==> src/rtl/bs3_pkg.sv <==
// Shared types, codes and constant tables for the 3x3 box smoothing block.
`default_nettype none
package bs3_pkg;
  localparam int DATA_W      = 48;        // three 16-bit channels on the stream
  localparam int FIELD_W     = 16;
  localparam int SIZE_W      = 11;
  localparam logic [SIZE_W-1:0] SIZE_RESET = 11'd1024;
  localparam int RECIP_SHIFT = 24;
  localparam int RECIP_W     = 25;
  localparam int COUNT_W     = 4;

  localparam logic OP_PIXEL = 1'b0;
  localparam logic OP_FLUSH = 1'b1;

  typedef struct packed {
    logic accept;   // latch incoming item, issue line store reads
    logic step;     // shift window, write line stores, advance input position
    logic sum;      // form neighbourhood sums
    logic mul;      // reciprocal multiply
    logic load;     // correct quotient, load output register
  } bs3_cmd_t;

  typedef struct packed {
    logic emit;     // current item produces a result
    logic out_free; // output register can take a new result
  } bs3_status_t;

  // floor(2^24 / d) for the neighbour counts
  function automatic logic [RECIP_W-1:0] recip(input logic [COUNT_W-1:0] d);
    logic [RECIP_W-1:0] m;
    case (d)
      4'd1:    m = 25'd16777216;
      4'd2:    m = 25'd8388608;
      4'd3:    m = 25'd5592405;
      4'd4:    m = 25'd4194304;
      4'd5:    m = 25'd3355443;
      4'd6:    m = 25'd2796202;
      4'd7:    m = 25'd2396745;
      4'd8:    m = 25'd2097152;
      4'd9:    m = 25'd1864135;
      default: m = '0;
    endcase
    return m;
  endfunction
endpackage
`default_nettype wire

==> src/rtl/bs3_ctrl.sv <==
// Sequencing state machine for one item at a time.
`default_nettype none
module bs3_ctrl import bs3_pkg::*; (
  input  wire logic        clk,
  input  wire logic        rst,
  input  wire logic        s_tvalid,
  output logic             s_tready,
  input  wire bs3_status_t status,
  output bs3_cmd_t         cmd
);
  localparam logic [2:0] S_IDLE = 3'd0;
  localparam logic [2:0] S_READ = 3'd1;
  localparam logic [2:0] S_SUM  = 3'd2;
  localparam logic [2:0] S_MUL  = 3'd3;
  localparam logic [2:0] S_FIX  = 3'd4;

  logic [2:0] state, state_next;

  always_ff @(posedge clk) begin
    if (rst) state <= S_IDLE;
    else     state <= state_next;
  end

  always_comb begin
    state_next = state;
    cmd        = '0;
    s_tready   = 1'b0;
    unique case (state)
      S_IDLE: begin
        s_tready   = 1'b1;
        cmd.accept = s_tvalid;
        if (s_tvalid) state_next = S_READ;
      end
      S_READ: begin
        cmd.step   = 1'b1;
        state_next = status.emit ? S_SUM : S_IDLE;
      end
      S_SUM: begin
        cmd.sum    = 1'b1;
        state_next = S_MUL;
      end
      S_MUL: begin
        cmd.mul    = 1'b1;
        state_next = S_FIX;
      end
      S_FIX: begin
        // hold until the output register is free
        cmd.load = status.out_free;
        if (status.out_free) state_next = S_IDLE;
      end
      default: state_next = S_IDLE;
    endcase
  end
endmodule
`default_nettype wire

==> config.mk <==
export PLATFORM = sky130hd
export DESIGN_NAME = bs3_ctrl
export DESIGN_NICKNAME = d
export VERILOG_FILES = /design/src/rtl/bs3_pkg.sv /design/src/rtl/bs3_ctrl.sv
export SDC_FILE = /design/constraint.sdc
export NUM_CORES = 1
export LEC_CHECK = 0
export BUFFER_PORTS_ARGS = -buffer_cell sky130_fd_sc_hd__buf_2
export CELL_PAD_IN_SITES_DETAIL_PLACEMENT = 1
export CELL_PAD_IN_SITES_GLOBAL_PLACEMENT = 2
export CORE_AREA = 2 2 39 41
export DETAILED_ROUTE_END_ITERATION = 10
export DIE_AREA = 0 0 41 43
export MAX_ROUTING_LAYER = met4
export PLACE_DENSITY = 0.61
export SYNTH_ARGS = -nofsm -noshare
export SYNTH_HDL_FRONTEND = slang
export SYNTH_SLANG_ARGS = --single-unit
==> constraint.sdc <==
create_clock -name clk -period 1.2 [get_ports clk]
set_input_delay 0.36 -clock clk [delete_from_list [all_inputs] [get_ports clk]]
set_output_delay 0.36 -clock clk [all_outputs]
set_load 0.02 [all_outputs]
==> out/summary.md <==
The run finished, with violations left. The final reports fail on setup timing. The commonest cells after synthesis are dfxtp_1 (3), nor3b_1 (2). The run gives 0 as the final-report max-slew violation count. Detailed routing inserted a total of 226 vias. The routing usage on met1 was 0.0990; the routing usage on met2 was 0.125. The estimated wirelength of the detail-placed design is 421 um. The tools report the number of synthesis warnings as 0. The violation count after the first detailed-route iteration is 0. The worst vdd rail ir drop was 0.519 mV; the row count was 14. Subtracting the final worst setup slack from the clock period gives 1400 ps.

Of all nets on the critical path, the largest fanout is 6. The tools report the end of the worst register-to-register path as state[2]. The signed area change from the synthesized netlist to the final layout was 129%; the ratio of final minimum period to clock period was 1.17. The first global-routing pass estimated 986 um of wire.

STA classifies the critical path endpoint as a primary output. Dividing total power by cell area gives a power density of 977 mW/mm2. During I/O placement, the number of pins put on the boundary was 11. The worst hold path begins at rst.

The tools report the final wirelength as 563 um. The fraction of registers with async set/reset came out at 0. The number of hold violations in the final report is 0. The number of buffers added on ports works out to 10. In this run the static leakage power is 0.193 nW.

Number of buffers added by the clock tree synthesis step: 3. The longest individual stage delay on the worst path came out at 360 ps. Setup repair after global routing could not meet its margin everywhere. At the worst endpoint, the arrival time is 1040 ps.

The sink of the worst hold path was state[1]. The tools report the H-tree depth as 1. The share of layout cells above drive strength 1 came out at 0.821. The worst register-to-register path begins at state[1]. The initial core utilization is 0.127, and the area of the core is 0.00138 mm2.

CTS placed an instance of clkbuf_4 at the clock tree root. The number of cells on the worst reg-to-reg path is 3. The kind of start point of the critical path is a flip-flop. The synthesized design contains 0 enable-type register cells. The number of antenna diodes came out at 0.

The met3 routing resource usage after global routing was 0.0681. The endpoint required time on the critical path is 840 ps, and the reg2reg setup slack is 240 ps. The post-detailed-route DRC marker count came out at 0. The detailed-routing iteration count for the pre-antenna-repair pass is 1. After clock tree synthesis, the clock-pin slew on the worst setup and hold paths is 40 ps. Synthesized instance count: 17. Type of the worst setup path: reg2out. In the final routed layout, each cell accounts on average for 10.2 um.

Entering global routing, the biggest net connects 8 pins. In this run the worst hold path is classified as in2reg. For the buffer levels on the longest clock path, the log shows 2. TritonCTS built the clock tree. For the area of the die, the log shows 0.00176 mm2.

Setup violations remaining at the end of the flow were counted as 6. Most area-hungry cell type in the Yosys netlist: dfxtp_1. The peak-usage layer in the global routing report was met2.

On the critical path, the stage with the largest delay is an instance of dfxtp_4. The slew at the pin with the worst max-slew slack came out at 201 ps. At the later pin of the worst-skew pair, clock insertion delay measures 230 ps.

The largest register by flop count is state. Fill cells in the final layout number 165. The register with the most flip-flops in the layout has 3 of them.

The flip-flop and latch count after synthesis works out to 3. In the synthesized netlist the dominant register cell turns out to be dfxtp_1. After synthesis the cells add up to 175 um2. Overall track demand over capacity in global routing: 0.0924.

The minimum setup slack in the final design is -204 ps, and the headroom to the max-slew limit is 0.865. After global routing the overflow that remains totals 0. The utilization after layout is 0.290, and the post-cts hold buffer count is 0.

Derived from the worst setup path, the maximum achievable clock frequency is 0.712 GHz. The share of the yosys chip area belonging to registers is 0.343. The hold path depth is 2.

Synthesis instantiated 14 different standard cells from the library. The tools report the number of antenna violations at the first check in global routing as 0. The net count of the finished layout is 45. The floorplan step set the die width to 41 um.

The final weighted congestion in routability-driven placement is 0.633, and the detailed-route vias per instance is 4.11. Clock skew on the completed layout was measured at 3.02 ps. The detail route stage leaves a number of antenna-violating nets equal to 0.

The share of the synthesized area in the top cell type is 0.343. The final hold slack came out at 317 ps. The die height was 43 um; the post-synth net total was 22. Across the run, the number of max-cap violations was 0. The tools report the number of global-route vias before repair as 235. By instance count, the leading cell after synthesis is dfxtp_1. The largest registers in the layout are state x3. Traced cell by cell, the critical path runs through nor3_4 -> and2_4 -> buf_6. By area the synthesized netlist is led by dfxtp_1 (34%), nor3b_1 (8.6%), nor4b_2 (8.6%).

CTS saw 3 sinks. The post-synthesis average cell area came out at 10.3 um2.
## stage by stage
step	power, W	cell area (um2)	std cells	setup slack (ps)	TNS, ps
2_1_floorplan	0.000161	196	17	-126	-143
3_3_place_gp	0.000194	308	49	-35.4	-132
3_5_place_dp	0.000196	308	49	-52.4	-185
4_1_cts	0.000393	387	54	-216	-1050
5_1_grt	0.000429	402	55	-273	-1380
6_report	0.000392	402	55	-204	-1020
## routing by layer
| layer | wire length (um) | share of wire | vias to the layer above |
|---|---|---|---|
| li1 | - | - | 111 |
| met1 | 228 | 0.40 | 104 |
| met2 | 270 | 0.48 | 11 |
| met3 | 64 | 0.11 | 0 |
| met4 | 0 | 0 | 0 |
| met5 | 0 | 0 | - |
## worst max-delay path: cells and delay by family, from the launching register on
family / cells / cell delay (ps)
flip-flops: 1 / 360
AND/OR/NAND/NOR: 2 / 350
buffers and inverters: 1 / 110
## power breakdown
part           leakage [nW]  total, W  switching [W]  internal [W]
combinational         0.151  0.000104      0.0000402     0.0000638
clock                0.0150  0.000175      0.0000506      0.000125
sequential           0.0267  0.000113      0.0000111      0.000102
## what timing repair did
| item | CTS | global route |
|---|---|---|
| resized for setup | 17 | 3 |
| pin swaps | 4 | 1 |
| setup buffers | 1 | 1 |
| setup endpoints to repair | 6 | 6 |
## logic make-up after synthesis
kind of cell	count (synthesis)	synth area share
AND/OR/NAND/NOR	11	0.493
AO/OA/AOI/OAI	2	0.100
flip-flops	3	0.343
buffers and inverters	1	0.0643
## final cells by class
| cell class | count | area, um2 | area share |
|---|---|---|---|
| Timing Repair Buffer | 19 | 155 | 0.386 |
| Tap cell | 16 | 20.0 | 0.0498 |
| Clock buffer | 4 | 26.3 | 0.0654 |
| Multi-Input combinational cell | 13 | 129 | 0.321 |
| Sequential cell | 3 | 71.3 | 0.178 |
## placed cells by master (no fill, tap or decap), types with 2 or more instances in the layout
master | Yosys | routed
buf_6 | 1 | 6
nor3b_2 | 0 | 2
buf_4 | 0 | 9
dfxtp_4 | 0 | 3
clkbuf_4 | 0 | 3
buf_2 | 0 | 4
## how the worst max path moves through the flow
| stage | startpoint | end | slack (ps) |
|---|---|---|---|
| after detailed placement | state[1] | cmd[0] | -50 |
| after CTS | state[2] | cmd[4] | -220 |
| after global placement | state[1] | cmd[0] | -40 |
| final | state[2] | cmd[4] | -200 |
| after global routing | state[2] | cmd[4] | -270 |
| after floorplan | state[1] | cmd[4] | -130 |
Note: power is estimated with default switching activity, not from simulation.
